[config.mk]
export PLATFORM = sky130hd
export DESIGN_NAME = hise_way_match
export DESIGN_NICKNAME = d
export VERILOG_FILES = /design/src/hdl/hise_pkg.sv /design/src/hdl/hise_way_match.sv
export SDC_FILE = /design/constraint.sdc
export NUM_CORES = 1
export LEC_CHECK = 0
export ABC_AREA = 1
export BUFFER_PORTS_ARGS = -buffer_cell sky130_fd_sc_hd__buf_4
export CORE_AREA = 3 3 256 258
export DETAILED_ROUTE_END_ITERATION = 10
export DIE_AREA = 0 0 259 261
export SYNTH_ARGS = -nofsm -noshare
export SYNTH_HDL_FRONTEND = slang
export SYNTH_SLANG_ARGS = --single-unit
export TNS_END_PERCENT = 30
[constraint.sdc]
create_clock -name vclk -period 2.9
set_input_delay 0.29 -clock vclk [all_inputs]
set_output_delay 0.29 -clock vclk [all_outputs]
set_load 0.02 [all_outputs]
[src/hdl/hise_pkg.sv]
`default_nettype none

package hise_pkg;

  // Fixed geometry of the set
  localparam int unsigned BUCKETS   = 256;
  localparam int unsigned BUCKET_W  = 8;
  localparam int unsigned KEY_BYTES = 16;
  localparam int unsigned HALF_W    = 64;
  localparam int unsigned KEY_W     = 2 * HALF_W;
  localparam int unsigned MODE_W    = 2;

  // Operation codes; the unused code behaves as a query
  typedef enum logic [MODE_W-1:0] {
    MODE_QUERY  = 2'd0,
    MODE_INSERT = 2'd1,
    MODE_REMOVE = 2'd2
  } mode_t;

  // Result status codes
  localparam logic STATUS_DONE = 1'b0;
  localparam logic STATUS_FULL = 1'b1;

  // Sequencer states
  typedef enum logic {
    ST_IDLE,
    ST_LOOKUP
  } state_t;

endpackage : hise_pkg

`default_nettype wire

[src/hdl/hise_way_match.sv]
`default_nettype none

// Compares all ways of a row with the key; returns the lowest matching
// valid way and the lowest free way, each as a one-hot mask
module hise_way_match #(
  parameter int unsigned WAYS = 4
) (
  input  wire logic [WAYS*hise_pkg::KEY_W-1:0] row_keys,
  input  wire logic [WAYS-1:0]                 row_valid,
  input  wire logic [hise_pkg::KEY_W-1:0]      key,
  output logic      [WAYS-1:0]                 hit_mask,
  output logic      [WAYS-1:0]                 free_mask
);

  logic [WAYS-1:0] match;
  logic [WAYS-1:0] empty;

  // Per-way compare
  always_comb begin
    for (int w = 0; w < WAYS; w++) begin
      match[w] = row_valid[w] && (row_keys[w*hise_pkg::KEY_W +: hise_pkg::KEY_W] == key);
    end
  end

  assign empty = ~row_valid;

  // Isolate the lowest set bit
  assign hit_mask  = match & (~match + WAYS'(1));
  assign free_mask = empty & (~empty + WAYS'(1));

endmodule : hise_way_match

`default_nettype wire
# == Yosys cells after proc, flatten, opt, wreduce, memory -nomap -nowiden ==
# Index checks and enable logic that the tools add are counted.
# totals
regBits,0
latchBits,0
mem_bits_rw,0
rom_bits,0
inputBits,644
output_inout_bits,8
wordCells,15
n_memories,0
# op_classes
addsub,2
mul,0
n_div,0
order_cmp,0
n_eq_ne,4
shifts,0
muxes,0
bitwise_logic,5
n_reduce_logical,4
# op_table
op,count
== test 128 bit,4
inverter 4 bit,3
adder 4 x 1 -> 4 bit (second input constant),2
AND 4 bit,2
logical AND 1 bit,4

# == Logic depth before layout (Yosys ltp) ==
# depth
word_depth,5
mapped_depth,14

# == Least setup slack after synthesis ==
# OpenSTA, ideal clock, no wires.
# synth_path
path_type,in2out
from,in key[124] (netlist name)
to,out hit_mask[1]
t_arrival_ns,1.461
required_ns,2.610
path_slack_ns,1.149
stages,12
path_buffers,1
path_cell_list,buf_2 -> o21ai_1 -> clkinv_1 -> nand2_1 -> nor2_1 -> nand2_1 -> nor2_1 -> nand2_1 -> nor2_1 -> nand3_1 -> clkinv_1 -> nor2_1
# synth_via
elab_chain_cells,5
# synth_lines
element,line_no,source
start: declaration,hise_way_match.sv:10,"input wire logic [hise_pkg::KEY_W-1:0] key,"
== test 128 bit,hise_way_match.sv:21,match[w] = row_valid[w] && (row_keys[w*hise_pkg::KEY_W +: hise_pkg::KEY_W] == key);
logical AND 1 bit,hise_way_match.sv:21,
inverter 4 bit,hise_way_match.sv:28,assign hit_mask = match & (~match + WAYS'(1));
adder 4 x 1 -> 4 bit,hise_way_match.sv:28,
AND 4 bit *,hise_way_match.sv:28,
end: declaration,hise_way_match.sv:11,"output logic [WAYS-1:0] hit_mask,"
# Mark *: on every way between the ends. The rest lies on a longest branch, timed or not.

# == Worst setup path after layout ==
# layout_path
from,in key[23] (netlist name)
to,out hit_mask[3]
# The elaborated chain is that of the path after synthesis.

==> impl_results.md <==
* Status: finished clean
* Fmax at 362.4 MHz
* WP data arrival at 2.47 ns
* DR vias/cell at 4.185
* Vias at 14490
* Layout Utilization at 22.95%
* Num sequential at 0
* First-pass GRT wire length at 123900 µm
* WL/cell at 28.46 µm
* Die outline height at 261 µm
* Row cnt at 92
* Pleak at 8.484 nW
* Int Power at 1.002 mW
* Logic gate share of total power at 100.0%
* Initial antenna violation count at 16
* Hold Path Class: in -> out
* Register area share after synthesis at 0%
* Largest net degree at the start of global routing at 9
* Seq. cell area at 0 µm²
* Layout fillers at 7631
* GPL Wtd Cong at 1.015
* Sw Share at 58.42%
* Routed WL at 98520 µm
* Worst hold slack at 0.8497 ns
* Pwr Density at 166.2 mW/mm²
* Area of the core at 0.06320 mm²
* Area of the die at 0.06760 mm²
* Seq pwr share at 0%
* Clock buf count at 0
* I/O Buffers at 652
* Fin nets at 3254
* RSZ-0062 raised after global routing: false
* GRT Overall Usage at 27.52%
* WP data required at 2.61 ns
* Pre-Repair DR Iteration Count at 5
* Max Cap Viol at 0
* Max Fanout on Critical Path at 8
* Yosys warns at 0
* Syn_nets at 2590
* Overall Power at 2.411 mW
* Vias in the first global route at 14090
* Overflow after GRT at 0
* Synth Cell Area at 0.008401 mm²
* Layout cell share with drive strength beyond 1 at 30.06%
* Fin crit period at 2.759 ns
* Final Max Tran Viols at 0
* Placed Cells at 3452
* Dpl cell area at 0.01443 mm²
* Die Width at 259 µm
* Crit. End Element: primary output
* Final instance count without filler cells at 3462
* Max_slew headroom at 48.20%
* Final setup fails at 0
* IO Pins at 652
* Post-route ant nets at 0
* Worst-margin pin slew at 0.7714 ns
* Post-DP HPWL at 92030 µm
* DRC viols at 0
* Syn_area_per_cell at 4.317 µm²
* Cells after Synth at 1946
* Hold-fix buffers at CTS at 0
* Worst vdd ir at 0.00005768 V
* Net Sw Power at 1.408 mW
* Final Hold Violating Endpoints at 0
* Design area at 0.01450 mm²
* Period utilization at 95.15%
* Layout area overhead at 72.65%
* Setup CP Type: in -> out
* 1st-iter DRT viols at 1217
* Yosys cell types at 26
* Startpoint type of the worst setup path: input port
* Power share of the clock group at 0%
* Starting Density at 13.29%
## repair_timing
item / CTS / global route
setup endpoints to repair: 3 / 2
gates resized for setup: 5 / 1
buffers inserted: 2 / 0
## cells in the mapped netlist
master / instances / area share [%]
nand2_1: 860 / 38
inv_1: 341 / 15
nor2_1: 229 / 10
o21ai_0: 107 / 6.4
xnor2_1: 107 / 11
inv_2: 101 / 4.5
o21ai_1: 38 / 2.3
nand4_1: 37 / 2.8
o22ai_1: 32 / 2.4
nand3_1: 20 / 1.2
xor2_1: 20 / 2.1
clkinv_1: 17 / 0.76
buf_2: 8 / 0.48
nor3_1: 8 / 0.48
or2_2: 4 / 0.30
nor2_2: 3 / 0.22
a21oi_1: 2 / 0.12
a221oi_1: 2 / 0.21
and2_1: 2 / 0.15
or2_1: 2 / 0.15
a21boi_1: 1 / 0.089
and3_1: 1 / 0.075
nand3_2: 1 / 0.12
nor4_1: 1 / 0.075
o211ai_1: 1 / 0.089
or2_0: 1 / 0.075
## layer usage
layer	part of all wire, %	track usage [%]	wire length, µm	up-vias
li1	-	-	-	7060
met1	42	34.49	41210	6570
met2	47	48.26	46540	746
met3	8.4	6.363	8300	96
met4	2.4	5.262	2351	18
met5	0.12	0	123	-
## layout by cell type (no fill, tap or decap), drive strengths merged
cell type,n
diode,8
inv,440
and2,2
o211ai,1
xnor2,107
nor4,1
o21ai,145
nand3,21
nor3,8
a21boi,1
or2,7
xor2,20
and3,1
a221oi,2
clkinvlp,2
clkinv,17
nand4,37
a21oi,2
nand2,860
buf,670
o22ai,32
nor2,232
## critical path: stages
cell	delay [ns]
buf_4	0.09
clkinvlp_4	0.28
nand2_2	0.24
o21ai_0	0.24
inv_1	0.15
nand2_1	0.07
nor2_1	0.09
nand2_1	0.14
nor2_1	0.12
nand2_1	0.06
nor2_1	0.10
nand3_1	0.10
nand2_1	0.20
nor2_2	0.10
buf_4	0.17
## cell families (layout without fill, tap and decap cells)
| kind of cell | after synthesis | count (layout) | share of synthesized area (%) |
|---|---|---|---|
| other | 0 | 8 | 0 |
| XOR/XNOR | 127 | 127 | 13.24 |
| AND/OR/NAND/NOR | 1169 | 1169 | 54.24 |
| AO/OA/AOI/OAI | 183 | 183 | 11.53 |
| buffers and inverters | 467 | 1129 | 20.99 |
## worst paths after layout
| check | startpoint | end | slack, ns | cells past startpoint |
|---|---|---|---|---|
| setup / recovery | key[23] | hit_mask[3] | 0.14 | 15 |
| hold / removal | row_valid[2] | free_mask[2] | 0.85 | 3 |
## power groups by stage
| stage | Sequential (mW) | Clock (mW) | Combinational, mW |
|---|---|---|---|
| after floorplan | 0 | 0 | 0.819 |
| after global placement | 0 | 0 | 2.41 |
| after detailed placement | 0 | 0 | 2.40 |
| after CTS | 0 | 0 | 2.41 |
| after global routing | 0 | 0 | 2.58 |
| final | 0 | 0.000000296 | 2.41 |
## stage by stage
| step | setup WS [ns] | TNS, ns |
|---|---|---|
| 6_report | 0.1408 | 0 |
| 3_5_place_dp | -0.4374 | -0.4769 |
| 2_1_floorplan | 1.149 | 0 |
| 4_1_cts | 0.01229 | 0 |
| 3_3_place_gp | -0.4481 | -0.5080 |
| 5_1_grt | 0.02063 | 0 |
## final cells by class
type	instances	area, µm²	share of cell area (%)
antenna	8	20.02	0.1380
multi-input combinational	1479	6653	45.87
inverter	459	1730	11.93
timing repair buffer	670	5042	34.77
tap	846	1059	7.298
Note: power is estimated with default switching activity, not from simulation.
