==> config.mk <==
export PLATFORM = sky130hd
export DESIGN_NAME = hise_bucket_hash
export DESIGN_NICKNAME = d
export VERILOG_FILES = /design/src/hdl/hise_pkg.sv /design/src/hdl/hise_bucket_hash.sv
export SDC_FILE = /design/constraint.sdc
export NUM_CORES = 1
export LEC_CHECK = 0
export ABC_CLOCK_PERIOD_IN_PS = 6510
export BUFFER_PORTS_ARGS = -buffer_cell sky130_fd_sc_hd__buf_2
export CAP_MARGIN = 20
export CORE_MARGIN = 2
export CORE_UTILIZATION = 35
export DETAILED_ROUTE_END_ITERATION = 12
export PLACE_DENSITY = 0.77
export SLEW_MARGIN = 40
export SYNTH_ARGS = -nofsm -noshare
export SYNTH_HDL_FRONTEND = slang
export SYNTH_SLANG_ARGS = --single-unit
==> constraint.sdc <==
create_clock -name vclk -period 6.51
set_clock_uncertainty 0.15 [all_clocks]
set_input_delay 1.302 -clock vclk [all_inputs]
set_output_delay 1.302 -clock vclk [all_outputs]
set_load 0.01 [all_outputs]
==> src/hdl/hise_pkg.sv <==
`default_nettype none

package hise_pkg;

  // Fixed geometry of the set
  localparam int unsigned BUCKETS   = 256;
  localparam int unsigned BUCKET_W  = 8;
  localparam int unsigned KEY_BYTES = 16;
  localparam int unsigned HALF_W    = 64;
  localparam int unsigned KEY_W     = 2 * HALF_W;
  localparam int unsigned MODE_W    = 2;

  // Operation codes; the unused code behaves as a query
  typedef enum logic [MODE_W-1:0] {
    MODE_QUERY  = 2'd0,
    MODE_INSERT = 2'd1,
    MODE_REMOVE = 2'd2
  } mode_t;

  // Result status codes
  localparam logic STATUS_DONE = 1'b0;
  localparam logic STATUS_FULL = 1'b1;

  // Sequencer states
  typedef enum logic {
    ST_IDLE,
    ST_LOOKUP
  } state_t;

endpackage : hise_pkg

`default_nettype wire

==> src/hdl/hise_bucket_hash.sv <==
`default_nettype none

// Bucket index: sum of the 16 key bytes modulo 256, as a four-level adder tree
module hise_bucket_hash (
  input  wire logic [hise_pkg::HALF_W-1:0]   key_low,
  input  wire logic [hise_pkg::HALF_W-1:0]   key_high,
  output logic      [hise_pkg::BUCKET_W-1:0] bucket
);

  logic [hise_pkg::KEY_W-1:0] key;
  logic [7:0] lvl0 [16];
  logic [7:0] lvl1 [8];
  logic [7:0] lvl2 [4];
  logic [7:0] lvl3 [2];

  assign key = {key_high, key_low};

  // 8-bit adds wrap, which gives the modulo for free
  always_comb begin
    for (int i = 0; i < 16; i++) lvl0[i] = key[8*i +: 8];
    for (int i = 0; i < 8; i++)  lvl1[i] = lvl0[2*i] + lvl0[2*i+1];
    for (int i = 0; i < 4; i++)  lvl2[i] = lvl1[2*i] + lvl1[2*i+1];
    for (int i = 0; i < 2; i++)  lvl3[i] = lvl2[2*i] + lvl2[2*i+1];
    bucket = lvl3[0] + lvl3[1];
  end

endmodule : hise_bucket_hash

`default_nettype wire

---- Word-level counts from Yosys, hierarchy flattened ----
Index checks and enable logic that the tools add are counted.
word-level totals
  register bits ........................... 0
  output and inout port bits .............. 8
cells by class
  add/sub/neg operators ................... 15
operators by type and width
  operator     count
  8-bit adder  15

---- Logic depth before layout (Yosys ltp) ----
Gate-level depths: netlist (run 1).
  word-level depth ........................ 4
  gate-level depth with buffers ........... 18
  gate-level depth less buffers ........... 18

---- Worst setup path before layout (run 1) ----
Ideal clock, no wire load.
  path kind ............................... input to output
  start point ............................. input port key_high[34] (netlist name)
  end point ............................... output port bucket[6] (netlist name)
  arrival time ............................ 5526 ps
  stages .................................. 16
  path slack .............................. -468 ps
  cells stage by stage .................... inv_1 > fa_1 > fa_1 > inv_1 > fa_1 > fa_1 > fa_1 > inv_1 > fa_1 > inv_1 > ha_1 > fa_1 > a21oi_1 > nor2_1 > nor2_1 > xnor2_1
on the way
  longest elaborated chain between the ends .. 4
ends and longest elaborated chain
  what                line                    text
  start: declaration  hise_bucket_hash.sv:6   input wire logic [hise_pkg::HALF_W-1:0] key_high,
  8-bit adder         hise_bucket_hash.sv:21  for (int i = 0; i < 8; i++) lvl1[i] = lvl0[2*i] + lvl0[2*i+1];
  8-bit adder         hise_bucket_hash.sv:22  for (int i = 0; i < 4; i++) lvl2[i] = lvl1[2*i] + lvl1[2*i+1];
  8-bit adder         hise_bucket_hash.sv:23  for (int i = 0; i < 2; i++) lvl3[i] = lvl2[2*i] + lvl2[2*i+1];
  8-bit adder         hise_bucket_hash.sv:24  bucket = lvl3[0] + lvl3[1];
  end: declaration    hise_bucket_hash.sv:7   output logic [hise_pkg::BUCKET_W-1:0] bucket
No other way between the ends.

---- Final worst setup path (run 1) ----
  start point ............................. input port key_high[51] (netlist name)
  end point ............................... output port bucket[7] (netlist name)
Same word-level chain as after synthesis.

==> impl_metrics.csv, run 1 <==
group,metric,value,unit
floorplan,initial_core_util,35.5,%
cells_and_area,finalNonFillerCells,507,
cells_and_area,multi_input_area,2270,sq um
synth,syn_avg_cell_area,10.3,sq um
timing,max_freq,140,MHz
synth,ys_types,10,
setup_path,crit_family,"adder cells",
placement,dp_cells,507,
setup_path,cp_num_buf_inv,4,
placement,port_buffers,136,
drt,vias_per_cell,4.03,
timing,tns,-2.16,ns
cells_and_area,drive_gt1_share,41.0,%
synth,synthAdderAreaFrac,70.6,%
min_path,hp-class,"in -> out",
floorplan,rows,32,
floorplan,io_pins,136,
floorplan,die_area,8430,sq um
cells_and_area,finalNetCount,635,
global_route,grt_max_degree,3,
setup_path,crit_slowest_cell,"fa_1",
synth,ys_seq_area_share,0,%
synth,synth-compound-area-share,1.11,%
timing,final_max_slew_viol_count,0,
floorplan,die_x,91.8,um
synth,synthTopCellsByArea,"fa_1 65%, inv_1 17%, xnor2_1 8.4%",
setup_path,crit_top_cell,"fa_1",
setup_path,path_depth,16,
setup_path,critical_path_arrival,5.70,ns
drt,routedWlPerCell,10.8,um
drt,drc_errors,0,
drt,num_vias,2044,
placement,place_area,3590,sq um
cells_and_area,n_fill_cell,729,
global_route,grt_overflow,0,
clock_tree,post_cts_buffers,0,
cells_and_area,nClkBuffers,0,
timing,min_period,7.15,ns
global_route,grtUsageTotal,14.3,%
flow_run,drv_cap,0,
synth,synth_top_family_by_area,"adder cells",
global_route,grt_pass1_wl,9940,um
global_route,antenna_found_initial,0,
run_status,status,"finished, violations left",
cells_and_area,diodes,0,
drt,drt_iter0_drc,6,
setup_path,critPathLaunchType,"primary input",
timing,setup_slack,-0.640,ns
synth,yosysTopAreaCell,"fa_1",
synth,synthXorXnorAreaFrac,10.9,%
setup_path,cp.required,5.06,ns
cells_and_area,design.seq.count,0,
timing,worst_slew_pin_slew,0.283,ns
timing,maxSlewHeadroom,81.0,%
cells_and_area,area_growth,35.5,%
setup_path,path_class,"in -> out",
min_path,min_path_cells,3,
timing,finalHoldViolCount,0,
synth,synthSimpleGateAreaFrac,0.278,%
cells_and_area,seq_area,0,sq um
synth,synth_warnings,0,
setup_path,critPathMaxStageDelay,0.54,ns
synth,yosys.area.top_type_share,64.6,%
setup_path,worstPathCellList,"buf_6 > inv_2 > fa_1 > fa_1 > fa_1 > inv_2 > fa_1 > fa_1 > fa_1 > ha_1 > a21o_1 > a21oi_2 > o21bai_1 > a21oi_2 > xnor3_1 > buf_2",
timing,finalSetupViolations,5,
drt,ant_nets,0,
placement,gp_congestion,0.847,
cells_and_area,final_core_util,48.1,%
cells_and_area,final_common_cell,"buf_2",
cells_and_area,final_cell_area,3660,sq um
setup_path,crit_fanout,2,
synth,syn_nets,490,
run_status,violations,"negative setup slack",
setup_path,endpoint_kind,"output pin",
cells_and_area,mostFrequentLayoutCells,"130 x buf_2, 106 x inv_1, 86 x fa_1",
drt,wirelength,5500,um
clock_tree,hold_buffers,0,
floorplan,die_h,91.8,um
timing,rsz0062_at_grt,"true",
placement,hpwlAfterDp,5620,um
synth,synthMuxAreaShare,0,%
drt,dr.pass1.iters,3,
synth,synth_area,2700,sq um
synth,synth_cells,262,
timing,final.period_utilization,110,%
floorplan,core,7610,sq um
global_route,grt_pass1_vias,2411,
## layout make-up
| type | instances | share of cell area (%) |
|---|---|---|
| Inverter | 123 | 12.9 |
| Timing Repair Buffer | 143 | 21.4 |
| Tap cell | 102 | 3.49 |
| Multi-Input combinational cell | 139 | 62.2 |
## tightest hold or removal path, cell delays in order
cell and delay, ns:
buf_2 0.08, ha_1 0.12, buf_2 0.12
## repair_timing
action,4_1_cts,5_1_grt
endpoints found under the setup margin,5,6
pin swaps,10,7
resized for setup,9,19
## through the flow
stage / hold WS [ns] / setup WS, ns
after floorplan: 2.60 / -0.327
after global placement: 2.77 / -0.714
after detailed placement: 2.78 / -0.763
after CTS: 2.78 / -0.681
after global routing: 2.81 / -0.868
final: 2.78 / -0.640
## synthesized netlist by cell type
library cell	count
a21o_1	1
a21oi_1	3
fa_1	87
ha_1	13
inv_1	123
nor2_1	2
o21bai_1	1
xnor2_1	26
xnor3_1	1
xor2_1	5
## cell families (layout without fill, tap and decap cells)
| kind of cell | after synthesis | in the layout |
|---|---|---|
| xor+xnor | 32 | 32 |
| fa+ha+maj | 100 | 100 |
| simple gates | 2 | 2 |
| compound gates | 5 | 5 |
| buf+inv | 123 | 266 |
## final timing paths
kind | from | endpoint | slack [ns]
max | key_high[51] | bucket[7] | -0.64
min | key_high[56] | bucket[0] | 2.78
## layer usage
layer / share of wire (%) / vias up / wire (um) / GRT usage (%)
met5: 0 / - / 0 / 0
met4: 0 / 0 / 0 / 0
met3: 7.7 / 0 / 421 / 0.986
met2: 58 / 104 / 3210 / 29.7
met1: 34 / 971 / 1860 / 16.9
li1: - / 969 / - / -
Power of run 1 is not shown: default switching activity piles up to over one toggle a cycle in this logic, so the estimate is an artifact.
==> inputs of run 2 (changes only) <==
--- a/config.mk
+++ b/config.mk
@@ -6,12 +6,13 @@
 export NUM_CORES = 1
 export LEC_CHECK = 0
 export ABC_CLOCK_PERIOD_IN_PS = 6510
-export BUFFER_PORTS_ARGS = -buffer_cell sky130_fd_sc_hd__buf_2
+export BUFFER_PORTS_ARGS = -buffer_cell sky130_fd_sc_hd__buf_4
 export CAP_MARGIN = 20
 export CORE_MARGIN = 2
 export CORE_UTILIZATION = 35
 export DETAILED_ROUTE_END_ITERATION = 12
-export PLACE_DENSITY = 0.77
+export GPL_TIMING_DRIVEN = 0
+export PLACE_DENSITY = 0.66
 export SLEW_MARGIN = 40
 export SYNTH_ARGS = -nofsm -noshare
 export SYNTH_HDL_FRONTEND = slang
==> run 2 against run 1 <==
- largest cell class unchanged
- highest routed layer unchanged
- maximum frequency down 0.42%
- critical path type unchanged
- non-clock buffer count decreased by 6
- the run still ends with negative setup slack left
- global-route usage is 1.2 points lower
- clock-buffer cell count did not move
- via count shrank 0.20%
- cell count down 1.2%
- worst setup slack worse by 0.030 ns
- first-iteration DRC count is 100% higher
- die area unchanged
- critical path depth unchanged
- hold slack got worse by 0.021 ns
- design area rose by 7.2%
==> impl_metrics.csv, run 2 (synthesis results as in run 1) <==
group,metric,value,unit
floorplan,io_pins,136,
timing,min_period,7.18,ns
timing,worst_slew_pin_slew,0.294,ns
cells_and_area,diodes,0,
drt,num_vias,2040,
setup_path,cp.required,5.06,ns
setup_path,crit_slowest_cell,"fa_1",
timing,final_max_slew_viol_count,0,
drt,wirelength,5150,um
drt,vias_per_cell,4.07,
drt,routedWlPerCell,10.3,um
global_route,grt_pass1_vias,2300,
cells_and_area,n_fill_cell,716,
floorplan,rows,32,
timing,maxSlewHeadroom,80.3,%
global_route,antenna_found_initial,0,
timing,finalSetupViolations,5,
placement,gp_congestion,0.714,
run_status,status,"finished, violations left",
timing,finalHoldViolCount,0,
cells_and_area,drive_gt1_share,38.6,%
cells_and_area,mostFrequentLayoutCells,"133 x buf_4, 113 x inv_1, 85 x fa_1",
cells_and_area,final_common_cell,"buf_4",
drt,drt_iter0_drc,12,
setup_path,worstPathCellList,"buf_4 > fa_1 > inv_1 > fa_1 > inv_1 > fa_1 > inv_1 > fa_1 > fa_1 > fa_1 > xor2_1 > xnor2_1 > xnor2_1 > xnor2_1 > xnor3_1 > buf_6",
placement,hpwlAfterDp,5290,um
cells_and_area,area_growth,45.2,%
floorplan,initial_core_util,35.5,%
drt,ant_nets,0,
timing,setup_slack,-0.670,ns
setup_path,critPathMaxStageDelay,0.55,ns
global_route,grtUsageTotal,13.2,%
clock_tree,hold_buffers,0,
placement,port_buffers,136,
cells_and_area,nClkBuffers,0,
global_route,grt_max_degree,4,
cells_and_area,seq_area,0,sq um
cells_and_area,finalNetCount,629,
drt,dr.pass1.iters,3,
setup_path,critical_path_arrival,5.73,ns
min_path,hp-class,"in -> out",
floorplan,die_area,8430,sq um
setup_path,path_class,"in -> out",
setup_path,crit_fanout,1,
cells_and_area,final_core_util,51.5,%
setup_path,crit_top_cell,"fa_1",
timing,rsz0062_at_grt,"true",
global_route,grt_pass1_wl,9240,um
cells_and_area,design.seq.count,0,
timing,max_freq,139,MHz
run_status,violations,"negative setup slack",
placement,pre_cts_ws,-0.788,ns
floorplan,die_h,91.8,um
setup_path,endpoint_kind,"output pin",
drt,drc_errors,0,
floorplan,die_x,91.8,um
floorplan,core,7610,sq um
global_route,grt_overflow,0,
timing,final.period_utilization,110,%
flow_run,drv_cap,0,
setup_path,critPathLaunchType,"primary input",
-- run 2: worst paths after layout --
path                     start        end  slack [ns]  cells past startpoint
setup / recovery  key_high[38]  bucket[7]       -0.67                     16
hold / removal    key_high[56]  bucket[0]        2.76                      3
-- run 2: per-stage QoR --
step | hold WS [ns] | TNS [ns] | cell area [sq um] | std cells
after detailed placement | 2.77 | -2.66 | 3870 | 500
after floorplan | 2.60 | -0.783 | 2730 | 262
after global routing | 2.78 | -2.87 | 3920 | 501
after CTS | 2.77 | -2.45 | 3910 | 501
after global placement | 2.76 | -2.54 | 3870 | 500
final | 2.76 | -2.17 | 3920 | 501
-- run 2: layout make-up --
type | count | area (sq um) | area share [%]
Multi-Input combinational cell | 139 | 2280 | 58.1
Timing Repair Buffer | 137 | 1040 | 26.6
Inverter | 123 | 469 | 12.0
Tap cell | 102 | 128 | 3.26
-- run 2: timing repair --
| item | in CTS | in global routing |
|---|---|---|
| gates resized for setup | 10 | 5 |
| setup endpoints to repair | 5 | 5 |
| pin swaps | 10 | 5 |
| buffers inserted | 1 | 0 |
-- run 2: critical path: cells and delay by family --
family	cells	cell delay (ns)
XOR/XNOR	5	1.09
adder cells (fa/ha/maj)	6	2.92
buffers and inverters	5	0.40
-- run 2: per-layer routing --
metal / up-vias / wire length, um / track usage, %
met5: - / 0 / 0
met4: 0 / 0 / 0
met3: 0 / 460 / 1.48
met2: 91 / 3000 / 26.9
met1: 992 / 1680 / 15.5
li1: 957 / - / -
Power of run 2 is left out for the same reason.
==> inputs of run 3 (changes only) <==
--- a/config.mk
+++ b/config.mk
@@ -6,7 +6,7 @@
 export NUM_CORES = 1
 export LEC_CHECK = 0
 export ABC_CLOCK_PERIOD_IN_PS = 6510
-export BUFFER_PORTS_ARGS = -buffer_cell sky130_fd_sc_hd__buf_4
+export BUFFER_PORTS_ARGS = -buffer_cell sky130_fd_sc_hd__clkbuf_2
 export CAP_MARGIN = 20
 export CORE_MARGIN = 2
 export CORE_UTILIZATION = 35
==> run 3 against run 2 <==
- non-clock buffer count is 2 higher
- maximum frequency hardly changed
- sequential share of layout area stayed put
- clock-buffer cell count stayed put
- cell count is 0.40% higher
- global-route usage is 0.36 points higher
- via count is 0.34% lower
- core utilization is 4.0 points lower
- critical endpoint unchanged
- routed wire length is 1.1% higher
- the run still ends with negative setup slack left
- design area is 7.8% lower
- flip-flop and latch count stayed put
==> impl_metrics.csv, run 3 (synthesis results as in run 1) <==
group,metric,value,unit
run_status,status,"finished, violations left",
run_status,violations,"negative setup slack",
setup_path,critPathCapture,"bucket[7]",
setup_path,cp.required,5.06,ns
cells_and_area,area_growth,33.9,%
global_route,grtUsageTotal,13.5,%
drt,wirelength,5200,um
setup_path,crit_fanout,2,
drt,num_vias,2033,
min_path,min_path_cells,3,
setup_path,crit_slowest_cell,"fa_1",
timing,tns,-2.40,ns
floorplan,die_x,91.8,um
placement,dp_cells,500,
setup_path,critPathMaxStageDelay,0.54,ns
timing,setup_slack,-0.673,ns
floorplan,core,7610,sq um
global_route,grt_overflow,0,
floorplan,rows,32,
setup_path,startpoint,"key_high[51]",
floorplan,io_pins,136,
timing,finalHoldViolCount,0,
cells_and_area,finalNonFillerCells,503,
global_route,antenna_found_initial,0,
setup_path,critical_path_arrival,5.73,ns
timing,final_max_slew_viol_count,0,
floorplan,initial_core_util,35.5,%
floorplan,die_h,91.8,um
timing,max_freq,139,MHz
cells_and_area,diodes,0,
global_route,grt_pass1_vias,2408,
placement,place_area,3530,sq um
drt,drc_errors,0,
placement,hpwlAfterDp,5350,um
cells_and_area,nClkBuffers,0,
cells_and_area,seq_area,0,sq um
drt,routedWlPerCell,10.3,um
placement,gp_congestion,0.710,
timing,finalSetupViolations,5,
cells_and_area,finalNetCount,631,
cells_and_area,final_common_cell,"clkbuf_2",
setup_path,worstPathCellList,"clkbuf_2 > inv_1 > fa_1 > fa_1 > fa_1 > inv_1 > fa_1 > fa_1 > fa_1 > ha_1 > a21o_1 > a21oi_2 > o21bai_1 > a21oi_2 > xnor3_1 > clkbuf_2",
floorplan,die_area,8430,sq um
timing,final.period_utilization,110,%
cells_and_area,drive_gt1_share,38.9,%
drt,ant_nets,0,
cells_and_area,mostFrequentLayoutCells,"130 x clkbuf_2, 116 x inv_1, 83 x fa_1",
setup_path,path_class,"in -> out",
setup_path,endpoint_kind,"output pin",
setup_path,critPathLaunchType,"primary input",
setup_path,crit_top_cell,"fa_1",
drt,dr.pass1.iters,4,
clock_tree,hold_buffers,0,
global_route,grt_max_degree,4,
placement,port_buffers,136,
flow_run,drv_cap,0,
min_path,hp-class,"in -> out",
timing,hold-worst-slack,2.79,ns
timing,maxSlewHeadroom,83.7,%
timing,rsz0062_at_grt,"true",
timing,worst_slew_pin_slew,0.242,ns
drt,drt_iter0_drc,14,
global_route,grt_pass1_wl,9470,um
cells_and_area,final_cell_area,3610,sq um
timing,min_period,7.18,ns
drt,vias_per_cell,4.04,
cells_and_area,design.seq.count,0,
[run 3: how the worst min path moves through the flow]
| stage | slack (ns) | end | startpoint |
|---|---|---|---|
| 3_3_place_gp | 2.77 | bucket[0] | key_high[56] |
| 4_1_cts | 2.79 | bucket[0] | key_high[56] |
| 3_5_place_dp | 2.79 | bucket[0] | key_high[56] |
| 2_1_floorplan | 2.60 | bucket[0] | key_high[56] |
| 5_1_grt | 2.80 | bucket[0] | key_high[56] |
| 6_report | 2.79 | bucket[0] | key_high[56] |
[run 3: critical path, delay by kind of cell]
kind	cells	cell delay [ns]
adders and majority gates	7	3.26
AOI/OAI and AO/OA	4	0.63
buffers and inverters	4	0.31
xor gates and xnor gates	1	0.22
[run 3: per-layer routing]
metal	part of all wire (%)	up-vias	track usage, %
li1	-	961	-
met1	31	977	14.7
met2	59	93	29.0
met3	8.6	2	1.31
met4	0.52	0	0.498
met5	0	-	0
[run 3: cell type report]
type               count  area [sq um]
fillers              734          4000
inverters            123           469
multi-input cells    139          2290
well taps            102           128
repair buffers       139           726
[run 3: repair_timing]
item / CTS / global route
buffers inserted: 3 / 0
endpoints found under the setup margin: 5 / 6
resized for setup: 8 / 11
pin swaps: 10 / 3
[run 3: per-stage QoR]
step           worst slack [ns]  utilization (%)
3_3_place_gp             -0.784             46.5
6_report                 -0.673             47.5
3_5_place_dp             -0.816             46.5
4_1_cts                  -0.722             47.1
5_1_grt                  -0.877             47.5
2_1_floorplan            -0.327                -
Power of run 3 is left out for the same reason.
